--- src/design/hrd_pkg.sv ---
// ----------------------------------------------------------------------------
// hrd_pkg: shared types and helpers for the hex record deframer
// Request and response payloads, parser phases, status codes, hex decode and
// the rotate step of the payload check.
// ----------------------------------------------------------------------------
package hrd_pkg;

   typedef struct packed {
      logic [7:0]  rx_byte;
      logic        start_of_record;
      logic        end_of_record;
      logic [15:0] expected_address;
   } req_type;

   typedef struct packed {
      logic        kind;
      logic [7:0]  data_byte;
      logic [7:0]  data_index;
      logic [15:0] record_address;
      logic [7:0]  record_length;
      logic [2:0]  status;
   } rsp_type;

   typedef enum logic [3:0] {
      PH_IDLE,
      PH_OPEN,
      PH_ADDR,
      PH_SEP1,
      PH_LEN,
      PH_SEP2,
      PH_CHK,
      PH_SEP3,
      PH_DATA,
      PH_TERM,
      PH_DONE
   } phase_type;

   localparam logic [2:0] ST_OK        = 3'd0;
   localparam logic [2:0] ST_SYNTAX    = 3'd1;
   localparam logic [2:0] ST_ADDRESS   = 3'd2;
   localparam logic [2:0] ST_CHECKSUM  = 3'd3;
   localparam logic [2:0] ST_NO_TERM   = 3'd4;

   localparam logic KIND_DATA    = 1'b0;
   localparam logic KIND_VERDICT = 1'b1;

   localparam logic [7:0] CHAR_COLON = 8'h3A;
   localparam logic [7:0] CHAR_SEMI  = 8'h3B;

   localparam logic [2:0] ADDR_DIGITS = 3'd4;
   localparam logic [2:0] BYTE_DIGITS = 3'd2;

   typedef struct packed {
      logic       ok;
      logic [3:0] value;
   } hex_type;

   // Decode one ASCII hex digit, either case
   function automatic hex_type hex_decode(input logic [7:0] ch);
      hex_type h;
      logic [7:0] d;
      h.ok    = 1'b1;
      h.value = 4'd0;
      d       = 8'd0;
      if (ch >= 8'h30 && ch <= 8'h39) begin
         d = ch - 8'h30;
      end else if (ch >= 8'h41 && ch <= 8'h46) begin
         d = ch - 8'h37;
      end else if (ch >= 8'h61 && ch <= 8'h66) begin
         d = ch - 8'h57;
      end else begin
         h.ok = 1'b0;
      end
      h.value = d[3:0];
      return h;
   endfunction

   // Low byte of a 16-bit right rotate of the zero-extended character
   function automatic logic [7:0] rot_low(input logic [7:0] ch, input logic [3:0] r);
      logic [31:0] w;
      w = {8'd0, ch, 8'd0, ch} >> r;
      return w[7:0];
   endfunction

endpackage

--- src/design/hrd_in_stage.sv ---
// ----------------------------------------------------------------------------
// hrd_in_stage: request input register
// Holds one request until the parser takes it; refills in the same cycle.
// ----------------------------------------------------------------------------
module hrd_in_stage (
   input  logic            clock,
   input  logic            reset,
   input  logic            req_valid,
   output logic            req_ready,
   input  hrd_pkg::req_type req_data,
   input  logic            take,
   output logic            held_valid,
   output hrd_pkg::req_type held_data
);

   logic             valid_ff, valid_in;
   hrd_pkg::req_type data_ff;

   assign req_ready  = !valid_ff || take;
   assign held_valid = valid_ff;
   assign held_data  = data_ff;

   always_comb begin
      valid_in = valid_ff;
      if (req_ready) begin
         valid_in = req_valid;
      end
   end

   always_ff @(posedge clock) begin
      if (reset) begin
         valid_ff <= 1'b0;
      end else begin
         valid_ff <= valid_in;
      end
   end

   always_ff @(posedge clock) begin
      if (req_valid && req_ready) begin
         data_ff <= req_data;
      end
   end

endmodule

--- src/design/hrd_parser.sv ---
// ----------------------------------------------------------------------------
// hrd_parser: record parse state and per-character step
// Advances the header/payload state by one character and forms the result.
// ----------------------------------------------------------------------------
module hrd_parser (
   input  logic             clock,
   input  logic             reset,
   input  logic             take,
   input  hrd_pkg::req_type item,
   output logic             has_result,
   output hrd_pkg::rsp_type result
);

   hrd_pkg::phase_type phase_ff, phase_in;
   logic [2:0]  digit_ff, digit_in;
   logic [15:0] addr_ff, addr_in;
   logic [7:0]  len_ff, len_in;
   logic [7:0]  chk_ff, chk_in;
   logic [7:0]  sum_ff, sum_in;
   logic [7:0]  pos_ff, pos_in;
   logic [15:0] target_ff, target_in;

   hrd_pkg::phase_type cur_phase;
   hrd_pkg::hex_type   hex;
   logic [2:0]  digit_next;
   logic        have_data, have_verdict;
   logic [2:0]  status;
   logic [7:0]  idx;

   always_comb begin
      cur_phase  = phase_ff;
      digit_in   = digit_ff;
      addr_in    = addr_ff;
      len_in     = len_ff;
      chk_in     = chk_ff;
      sum_in     = sum_ff;
      pos_in     = pos_ff;
      target_in  = target_ff;
      have_data    = 1'b0;
      have_verdict = 1'b0;
      status     = hrd_pkg::ST_OK;
      idx        = 8'd0;
      hex        = hrd_pkg::hex_decode(item.rx_byte);

      // restart: drop any open record
      if (item.start_of_record) begin
         cur_phase = hrd_pkg::PH_OPEN;
         digit_in  = 3'd0;
         addr_in   = 16'd0;
         len_in    = 8'd0;
         chk_in    = 8'd0;
         sum_in    = 8'd0;
         pos_in    = 8'd0;
         target_in = item.expected_address;
      end
      phase_in   = cur_phase;
      digit_next = digit_in + 3'd1;

      case (cur_phase)
         hrd_pkg::PH_OPEN, hrd_pkg::PH_SEP1, hrd_pkg::PH_SEP2, hrd_pkg::PH_SEP3: begin
            if (item.rx_byte != hrd_pkg::CHAR_COLON) begin
               have_verdict = 1'b1;
               status       = hrd_pkg::ST_SYNTAX;
            end else begin
               digit_in = 3'd0;
               case (cur_phase)
                  hrd_pkg::PH_OPEN: phase_in = hrd_pkg::PH_ADDR;
                  hrd_pkg::PH_SEP1: phase_in = hrd_pkg::PH_LEN;
                  hrd_pkg::PH_SEP2: phase_in = hrd_pkg::PH_CHK;
                  default: begin
                     if (addr_in != target_in) begin
                        have_verdict = 1'b1;
                        status       = hrd_pkg::ST_ADDRESS;
                     end else if (len_in == 8'd0) begin
                        phase_in = hrd_pkg::PH_TERM;
                     end else begin
                        phase_in = hrd_pkg::PH_DATA;
                     end
                  end
               endcase
            end
         end
         hrd_pkg::PH_ADDR: begin
            if (!hex.ok) begin
               have_verdict = 1'b1;
               status       = hrd_pkg::ST_SYNTAX;
            end else begin
               addr_in  = {addr_in[11:0], hex.value};
               digit_in = digit_next;
               if (digit_next == hrd_pkg::ADDR_DIGITS) begin
                  phase_in = hrd_pkg::PH_SEP1;
               end
            end
         end
         hrd_pkg::PH_LEN, hrd_pkg::PH_CHK: begin
            if (!hex.ok) begin
               have_verdict = 1'b1;
               status       = hrd_pkg::ST_SYNTAX;
            end else begin
               if (cur_phase == hrd_pkg::PH_LEN) begin
                  len_in = {len_in[3:0], hex.value};
               end else begin
                  chk_in = {chk_in[3:0], hex.value};
               end
               digit_in = digit_next;
               if (digit_next == hrd_pkg::BYTE_DIGITS) begin
                  phase_in = (cur_phase == hrd_pkg::PH_LEN) ? hrd_pkg::PH_SEP2
                                                             : hrd_pkg::PH_SEP3;
               end
            end
         end
         hrd_pkg::PH_DATA: begin
            idx       = pos_in;
            sum_in    = sum_in + hrd_pkg::rot_low(item.rx_byte, pos_in[3:0]);
            pos_in    = pos_in + 8'd1;
            have_data = 1'b1;
            if (pos_in == len_in) begin
               phase_in = hrd_pkg::PH_TERM;
            end
         end
         hrd_pkg::PH_TERM: begin
            have_verdict = 1'b1;
            if (sum_in != chk_in) begin
               status = hrd_pkg::ST_CHECKSUM;
            end else if (item.rx_byte != hrd_pkg::CHAR_SEMI) begin
               status = hrd_pkg::ST_NO_TERM;
            end else begin
               status = hrd_pkg::ST_OK;
            end
         end
         default: begin
            phase_in = cur_phase;
         end
      endcase

      // truncated record: verdict replaces any data result
      if (cur_phase != hrd_pkg::PH_IDLE && cur_phase != hrd_pkg::PH_DONE &&
          item.end_of_record && !have_verdict) begin
         have_verdict = 1'b1;
         have_data    = 1'b0;
         status       = hrd_pkg::ST_SYNTAX;
      end

      if (have_verdict) begin
         phase_in = hrd_pkg::PH_DONE;
      end

      has_result            = have_data || have_verdict;
      result.kind           = have_verdict ? hrd_pkg::KIND_VERDICT : hrd_pkg::KIND_DATA;
      result.data_byte      = have_verdict ? 8'd0 : item.rx_byte;
      result.data_index     = have_verdict ? 8'd0 : idx;
      result.record_address = addr_in;
      result.record_length  = len_in;
      result.status         = have_verdict ? status : hrd_pkg::ST_OK;
   end

   always_ff @(posedge clock) begin
      if (reset) begin
         phase_ff <= hrd_pkg::PH_IDLE;
      end else if (take) begin
         phase_ff <= phase_in;
      end
   end

   always_ff @(posedge clock) begin
      if (take) begin
         digit_ff  <= digit_in;
         addr_ff   <= addr_in;
         len_ff    <= len_in;
         chk_ff    <= chk_in;
         sum_ff    <= sum_in;
         pos_ff    <= pos_in;
         target_ff <= target_in;
      end
   end

endmodule

--- src/design/hex_record_deframer_rotsum_unit.sv ---
// ----------------------------------------------------------------------------
// hex_record_deframer_rotsum_unit: hex record deframer with rotate-sum check
// Parses ':AAAA:LL:CC:' + LL payload characters + ';', passes the payload
// out and closes each record with one verdict.
// ----------------------------------------------------------------------------
// Usage:
//   Request channel (req_valid/req_ready/req_data) carries one received
//   character per request, with start and end of record flags and the
//   address the record must carry (sampled on the start flag).
//   Response channel (rsp_valid/rsp_ready/rsp_data) carries data results
//   (kind 0: the payload character and its index) and one verdict per
//   record (kind 1: parsed address, length and a status code).
//   A request is held in an input register, parsed combinationally and its
//   response, if any, lands in the response register that drives rsp_valid.
//   Throughput is one request per cycle while the receiver does not stall; the
//   parse state is updated in the same cycle as the response register is loaded.
//   Characters that give no response (header digits, anything after the
//   verdict or outside a record) still wait for room in the response register.
//   When the receiver stalls, the response register holds; the input
//   register then fills and req_ready drops until rsp_ready returns.
//   Synchronous reset empties both registers and leaves the parser idle:
//   characters are ignored until a request with the start flag arrives.
// ----------------------------------------------------------------------------
module hex_record_deframer_rotsum_unit (
   input  logic             clock,
   input  logic             reset,
   input  logic             req_valid,
   output logic             req_ready,
   input  hrd_pkg::req_type req_data,
   output logic             rsp_valid,
   input  logic             rsp_ready,
   output hrd_pkg::rsp_type rsp_data
);

   logic             held_valid;
   hrd_pkg::req_type held_data;
   logic             take;
   logic             has_result;
   hrd_pkg::rsp_type result;

   logic             rsp_valid_ff, rsp_valid_in;
   hrd_pkg::rsp_type rsp_data_ff;

   // advance the held request once the response register has room
   assign take = held_valid && (!rsp_valid_ff || rsp_ready);

   hrd_in_stage u_in_stage (
      .clock      (clock),
      .reset      (reset),
      .req_valid  (req_valid),
      .req_ready  (req_ready),
      .req_data   (req_data),
      .take       (take),
      .held_valid (held_valid),
      .held_data  (held_data)
   );

   hrd_parser u_parser (
      .clock      (clock),
      .reset      (reset),
      .take       (take),
      .item       (held_data),
      .has_result (has_result),
      .result     (result)
   );

   // response register: load on advance, drop once taken
   always_comb begin
      rsp_valid_in = rsp_valid_ff;
      if (take) begin
         rsp_valid_in = has_result;
      end else if (rsp_ready) begin
         rsp_valid_in = 1'b0;
      end
   end

   always_ff @(posedge clock) begin
      if (reset) begin
         rsp_valid_ff <= 1'b0;
      end else begin
         rsp_valid_ff <= rsp_valid_in;
      end
   end

   always_ff @(posedge clock) begin
      if (take && has_result) begin
         rsp_data_ff <= result;
      end
   end

   assign rsp_valid = rsp_valid_ff;
   assign rsp_data  = rsp_data_ff;

endmodule
--- config.mk ---
export PLATFORM = sky130hd
export DESIGN_NAME = hex_record_deframer_rotsum_unit
export DESIGN_NICKNAME = d
export VERILOG_FILES = /design/src/design/hrd_pkg.sv /design/src/design/hrd_in_stage.sv /design/src/design/hrd_parser.sv /design/src/design/hex_record_deframer_rotsum_unit.sv
export SDC_FILE = /design/constraint.sdc
export NUM_CORES = 1
export LEC_CHECK = 0
export BUFFER_PORTS_ARGS = -buffer_cell sky130_fd_sc_hd__buf_4
export CORE_ASPECT_RATIO = 0.6
export CORE_MARGIN = 10
export CORE_UTILIZATION = 58
export CTS_CLUSTER_DIAMETER = 30
export DETAILED_ROUTE_END_ITERATION = 8
export GPL_TIMING_DRIVEN = 0
export PLACE_DENSITY = 0.78
export SETUP_SLACK_MARGIN = 0.3
export SLEW_MARGIN = 20
export SYNTH_ARGS = -nofsm -noshare
export SYNTH_HDL_FRONTEND = slang
export SYNTH_SLANG_ARGS = --single-unit
--- constraint.sdc ---
create_clock -name clock -period 5.1 [get_ports clock]
set_input_delay 0.765 -clock clock [delete_from_list [all_inputs] [get_ports clock]]
set_output_delay 0.765 -clock clock [all_outputs]
set_load 0.1 [all_outputs]
==> flow_summary.ini, run 1 <==
[outcome]
status = completed

[pwr]
power_frac_clock = 0.402
p_switching_uw = 930.7
power.density_mw_per_mm2 = 353.6
p_int_mw = 2.203
combPwrFrac = 0.150
p_sw_frac = 0.2970
p_leak_nw = 3.443
pwr-share-seq = 0.449
peakVddDrop_v = 0.0002309

[place]
post-dp-hpwl_um = 14230
portBuffers = 74
gp_congestion = 0.9278

[finish]
mostFrequentLayoutCells = edfxtp_1 (137), buf_4 (75), nor2_1 (58)
final.fill_count = 881
diodes = 0
final_common_cell = edfxtp_1
drive_above_1_share = 0.2294
finish.net_count = 761
area_growth_pct = 19.04
post-route-util = 0.7209

[clock_network]
path_clk_slew_ns = 0.07
cts_resized = 0
hold_buffers = 0
numCtsBuffers = 17
cts_max_level = 4
clock_latency_ns = 0.43
clk_path_buf_depth = 2
cts_tree = built
cts_sinks = 143
cts_setup_buffers = 0
cts_root_buf = clkbuf_16

[floorplan]
die_area_mm2 = 0.01792
pin_count = 76
fp-row-count = 31
fp.dieW_um = 166.3
core_mm2 = 0.01230
die_y_um = 107.8
initial_core_util = 0.6056

[grt]
grt_pass1_wl_um = 30780
grt_util_all_layers = 0.2200
grt_max_degree = 38
grt_util_met2 = 0.3175
met1_usage = 0.3108
grt.busiest_layer = met2
antenna_found_initial = 0
overflow = 0
use_met3 = 0.07367
grt_pass1_vias = 5384

[setup_path]
reg2reg_to = u_parser.sum_ff[7]
critPathKind = flip-flop to flip-flop
end_kind = flip-flop
arrival_ns = 4.54
start_kind = flip-flop
crit_path_max_fanout = 10
reg2reg_depth = 16
r2r_setup_slack_ns = 0.73
r2r-start = u_in_stage.held_data[17]
worst_ep_required_time_ns = 5.28

[drt]
drtAntennaViolNets = 0
drt-initial-drc-count = 659
num_vias = 5450
viasPerCell = 6.103
wire_per_inst_um = 22.13
firstDrtPassIters = 5
drc_errors = 0
wl_um = 19760

[synthesis]
synth_mux_area_frac = 0.07612
ys_seq_elements = 143
synthAdderAreaFrac = 0.02789
netlist.top_cell.by_area = edfxtp_1
yosys.area_share.simple = 0.1571
synth-main-ff-cell = edfxtp_1
synthArstFlopShare = 0
yosysTopAreaCellShare = 0.5525
synth_xor_area_frac = 0.04823
synth_edf_count = 137
netlist_area_mm2 = 0.007446
synth.avg_cell_area_um2 = 12.01
yosys_warnings = 0
synth_nets = 666
synth.area.top_cells = edfxtp_1 (55%), mux2i_1 (4.4%), mux2_2 (3.2%), nor2_1 (2.9%), xor2_1 (2.6%)
synth_compound_area_frac = 0.09057
synthCells = 620
synth_cell_type_count = 72
ys_seq_area_frac = 0.5686
synth_top_family_by_area = simple AND/OR/NAND/NOR gates

[timing]
finalCritPeriodShare = 0.8560
setup_tns_ns = 0
fin_skew_ns = 0.01623
hold_viol_final = 0
max_clock_freq_mhz = 229.1
rsz0062_at_grt = no
drv_slew = 0
relSlewSlack = 0.4688
finalSetupViolations = 0
period_minus_slack_ns = 4.366
worst_slew_pin_slew_ns = 0.7968

[hold_path]
hold_depth = 1
min_path_type = input port to flip-flop
hold-path-endpoint = u_in_stage.held_data[21]
min_from = req_data[21]

[run]
maxCapViolations = 0
## per-stage QoR
stage / worst slack (ns) / std cells / power [mW] / area, µm² / hold WS [ns]
2_1_floorplan: 0.4620 / 620 / 1.758 / 7446 / 0.4957
3_3_place_gp: -0.8490 / 859 / 1.875 / 8208 / 0.5112
4_1_cts: 0.8112 / 893 / 3.135 / 8862 / 0.4964
3_5_place_dp: 0.8225 / 861 / 1.892 / 8269 / 0.5293
6_report: 0.7343 / 893 / 3.134 / 8864 / 0.5019
5_1_grt: 0.4675 / 893 / 3.235 / 8864 / 0.4963
## worst max path at each step
| stage | start | end | slack, ns | cells past startpoint |
|---|---|---|---|---|
| after floorplan | u_in_stage.held_data[18] | rsp_data[0] | 0.46 | 10 |
| after global placement | u_in_stage.held_data[18] | rsp_data[31] | -0.85 | 10 |
| after detailed placement | u_in_stage.held_data[17] | u_parser.sum_ff[7] | 0.82 | 16 |
| after CTS | u_in_stage.held_data[17] | u_parser.sum_ff[7] | 0.81 | 16 |
| after global routing | u_in_stage.held_data[17] | u_parser.sum_ff[7] | 0.47 | 16 |
| final | u_in_stage.held_data[17] | u_parser.sum_ff[7] | 0.73 | 16 |
## routing by layer
layer / wire [µm] / vias up
met2: 8307 / 323
met5: 0 / -
li1: - / 2489
met1: 8929 / 2618
met4: 185 / 0
met3: 2337 / 20
## synth_stat cells (all sizes together) (14+ instances only)
cell type,number
a21oi,22
buf,18
clkbuf,14
edfxtp,137
ha,15
inv,20
mux2,21
mux2i,33
nand2,34
nor2,60
nor2b,28
nor3,14
o21ai,29
xnor2,19
xor2,22
## power groups by stage
stage	clock network, mW	logic (mW)	registers (mW)
2_1_floorplan	0	0.207	1.55
3_3_place_gp	0	0.443	1.43
3_5_place_dp	0	0.462	1.43
4_1_cts	1.26	0.465	1.41
5_1_grt	1.32	0.500	1.41
6_report	1.26	0.469	1.41
## registers in the layout, summed over array words and instances, names as in the netlist, 3 cells and up
name	cells
u_parser.addr_ff	16
u_parser.sum_ff	8
u_parser.digit_ff	3
rsp_data	44
u_parser.target_ff	16
u_parser.chk_ff	8
u_in_stage.held_data	26
u_parser.len_ff	8
u_parser.pos_ff	8
u_parser.phase_ff	4
## worst max-delay path, cell delays in order (launching register included)
cell and delay (ns):
edfxtp_1 0.35, buf_2 0.23, buf_2 0.27, buf_2 0.29, buf_2 0.30, clkbuf_1 0.53, buf_1 0.44, nand2_1 0.13
o21ai_0 0.15, ha_1 0.25, a21o_1 0.12, a21oi_1 0.09, o21ai_0 0.24, o41ai_1 0.14, nand2b_1 0.16, mux2_2 0.28
xnor2_1 0.13
## area by class of cell
| type | instances | area (µm²) | area share |
|---|---|---|---|
| multi-input cells | 424 | 2990 | 0.3374 |
| plain buffers | 32 | 155.1 | 0.01750 |
| repair buffers | 76 | 603.1 | 0.06804 |
| clock inverters | 15 | 167.7 | 0.01892 |
| well taps | 165 | 206.4 | 0.02329 |
| flip-flops and latches | 143 | 4234 | 0.4777 |
| inverters | 21 | 81.33 | 0.009176 |
| clock buffers | 17 | 425.4 | 0.04800 |
## kinds of logic after synthesis
family | count (synthesis)
compound gates | 100
xor+xnor | 41
fa+ha+maj | 16
buf+inv | 53
flops | 143
mux | 54
simple gates | 213
Power figures use the tool's default switching activity.
==> run 2, diff against run 1 <==
Settings changed: ABC_AREA set to 1, PLACE_DENSITY 0.78 to 0.77.
==> run 2 against run 1 <==
Global-route usage rose by 0.89 points; non-clock buffer count decreased by 8; combinational power grew 3%; area after synthesis up 3.3%; largest power group unchanged; synthesized cell count is 42% higher; critical path type unchanged; highest routed layer unchanged; setup slack gained 0.69 ns; wire length grew 6.7%.
==> flow_summary.ini, run 2 <==
[synthesis]
synth.area.top_cells = edfxtp_1 (53%), nand2_1 (12%), inv_1 (6.1%), nand3_1 (4.9%), o21ai_0 (4.9%)
synth_xor_area_frac = 0.007969
synth_compound_area_frac = 0.09010
yosysTopAreaCellShare = 0.5347
synth.avg_cell_area_um2 = 8.723
synth_mux_area_frac = 0.002602
synth_cell_type_count = 48
synthCells = 882
synth_edf_count = 137
synth-main-ff-cell = edfxtp_1
synthAdderAreaFrac = 0.02700
synth_top_family_by_area = simple AND/OR/NAND/NOR gates
yosys_warnings = 0
synth.most_common_cell = nand2_1
ys_seq_area_frac = 0.5503
synthTopCellsByCount = nand2_1 (245), edfxtp_1 (137), inv_1 (125), nor2_1 (79), nand3_1 (76)
netlist.top_cell.by_area = edfxtp_1
ys_seq_elements = 143
synthArstFlopShare = 0
netlist_area_mm2 = 0.007694
yosys.area_share.simple = 0.2412
synth_nets = 928

[finish]
stdcell_count = 1160
largest_reg_flops = 44
final.fill_count = 1004
mostFrequentLayoutCells = nand2_1 (245), edfxtp_1 (137), inv_1 (122)
area_growth_pct = 17.40
finish.net_count = 1024
diodes = 0
design_area_mm2 = 0.009032
final_common_cell = nand2_1
drive_above_1_share = 0.1444

[clock_network]
numCtsBuffers = 17
cts_tree = built
clk_path_buf_depth = 2
cts_resized = 0
cts_sinks = 143
hold_buffers = 0
clock_latency_ns = 0.42
cts_max_level = 4
cts_setup_buffers = 0
path_clk_slew_ns = 0.06
cts_root_buf = clkbuf_16

[pwr]
p_leak_nw = 4.069
power.density_mw_per_mm2 = 330.5
peakVddDrop_v = 0.0002506

[setup_path]
critPathKind = flip-flop to flip-flop
reg2reg_depth = 19
worst_ep_required_time_ns = 5.27
start_kind = flip-flop
end_kind = flip-flop
r2r-start = u_in_stage.held_data[17]
arrival_ns = 3.85
crit_path_max_fanout = 10
reg2reg_to = u_parser.sum_ff[6]
r2r_setup_slack_ns = 1.42

[timing]
relSlewSlack = 0.4719
period_minus_slack_ns = 3.679
rsz0062_at_grt = no
fin_skew_ns = 0.008747
max_clock_freq_mhz = 271.8
finalSetupViolations = 0
worst_slew_pin_slew_ns = 0.7839
drv_slew = 0
finalCritPeriodShare = 0.7214
hold_viol_final = 0
setup_slack_ns = 1.421

[floorplan]
pin_count = 76
initial_core_util = 0.5968
fp-row-count = 32
die_y_um = 109.2
core_mm2 = 0.01289
die_area_mm2 = 0.01842
fp.dieW_um = 168.7

[run]
maxCapViolations = 0

[place]
post-dp-hpwl_um = 15600
gp_congestion = 0.9270
place_ws_ns = 1.549
dpl_cell_area_mm2 = 0.008512
place_inst = 1129
portBuffers = 75

[hold_path]
hold-path-endpoint = u_parser.phase_ff[2]
min_path_type = flip-flop to flip-flop
hold_depth = 2
min_from = u_parser.phase_ff[2]

[drt]
firstDrtPassIters = 6
wire_per_inst_um = 18.18
wl_um = 21090
drc_errors = 0
viasPerCell = 5.712
num_vias = 6626
drt-initial-drc-count = 726
drtAntennaViolNets = 0

[grt]
grt_pass1_wl_um = 32990
grt_pass1_vias = 6188
antenna_found_initial = 0
overflow = 0
grt_util_all_layers = 0.2289
grt_max_degree = 39

[outcome]
status = completed
run 2: worst max-delay path by stage:
stage	slack, ns	from	depth (start not counted)	to
after CTS	1.47	u_in_stage.held_data[17]	19	u_parser.sum_ff[6]
after floorplan	1.01	rsp_ready	6	rsp_data[0]
after detailed placement	1.55	u_in_stage.held_data[17]	21	u_parser.sum_ff[6]
after global routing	1.14	u_in_stage.held_data[17]	19	u_parser.sum_ff[6]
final	1.42	u_in_stage.held_data[17]	19	u_parser.sum_ff[6]
after global placement	-0.50	rsp_ready	7	rsp_data[23]
run 2: metrics by stage:
step | power, mW | hold slack, ns | util | setup TNS [ns]
global placement | 1.872 | 0.4785 | 0.6569 | -21.46
floorplan | 1.744 | 0.4503 | - | 0
global route | 3.078 | 0.5054 | 0.7006 | 0
detailed placement | 1.880 | 0.4910 | 0.6602 | 0
CTS | 2.980 | 0.5007 | 0.7006 | 0
finish | 2.985 | 0.4999 | 0.7006 | 0
run 2: per-layer routing:
| layer | part of all wire | routed length (µm) | GRT usage |
|---|---|---|---|
| met1 | 0.48 | 10150 | 0.3419 |
| met2 | 0.39 | 8252 | 0.3110 |
| met3 | 0.11 | 2419 | 0.07438 |
| met4 | 0.013 | 268 | 0.05569 |
| met5 | 0 | 0 | 0 |
run 2: cell type report:
class,count,area [µm²],share of cell area
Sequential cell,143,4234,0.4688
Multi-Input combinational cell,589,2838,0.3142
Buffer,23,145.1,0.01607
Inverter,127,479.2,0.05305
Clock inverter,13,91.34,0.01011
Timing Repair Buffer,77,603.1,0.06677
Clock buffer,18,429.2,0.04751
Tap cell,170,212.7,0.02355
run 2: worst max-delay path, cell delays in order, from the launching register on:
cell and delay, ns:
edfxtp_1 0.41, inv_2 0.16, buf_4 0.23, buf_4 0.21, nand2_1 0.09, inv_1 0.08, buf_2 0.22, a21oi_1 0.09
o21ai_0 0.13, o21ai_0 0.11, o21ai_0 0.11, o21ai_0 0.21, fa_1 0.49, a21o_1 0.19, a21oi_1 0.17, nor2_1 0.07
o21ai_0 0.15, nand2_1 0.08, xor2_1 0.12, o21ai_0 0.08
run 2: logic make-up (layout without fill, tap and decap cells):
| group | count (synthesis) | count (layout) |
|---|---|---|
| simple gates | 439 | 439 |
| buf+inv | 150 | 258 |
| flops | 143 | 143 |
| compound gates | 125 | 125 |
| fa+ha+maj | 16 | 16 |
| xor+xnor | 7 | 7 |
| mux | 2 | 2 |
run 2: report_power, final:
part           switching (mW)  total, mW  internal [mW]
Clock                   0.499       1.12          0.619
Sequential             0.0264       1.39           1.36
Combinational           0.353      0.481          0.129
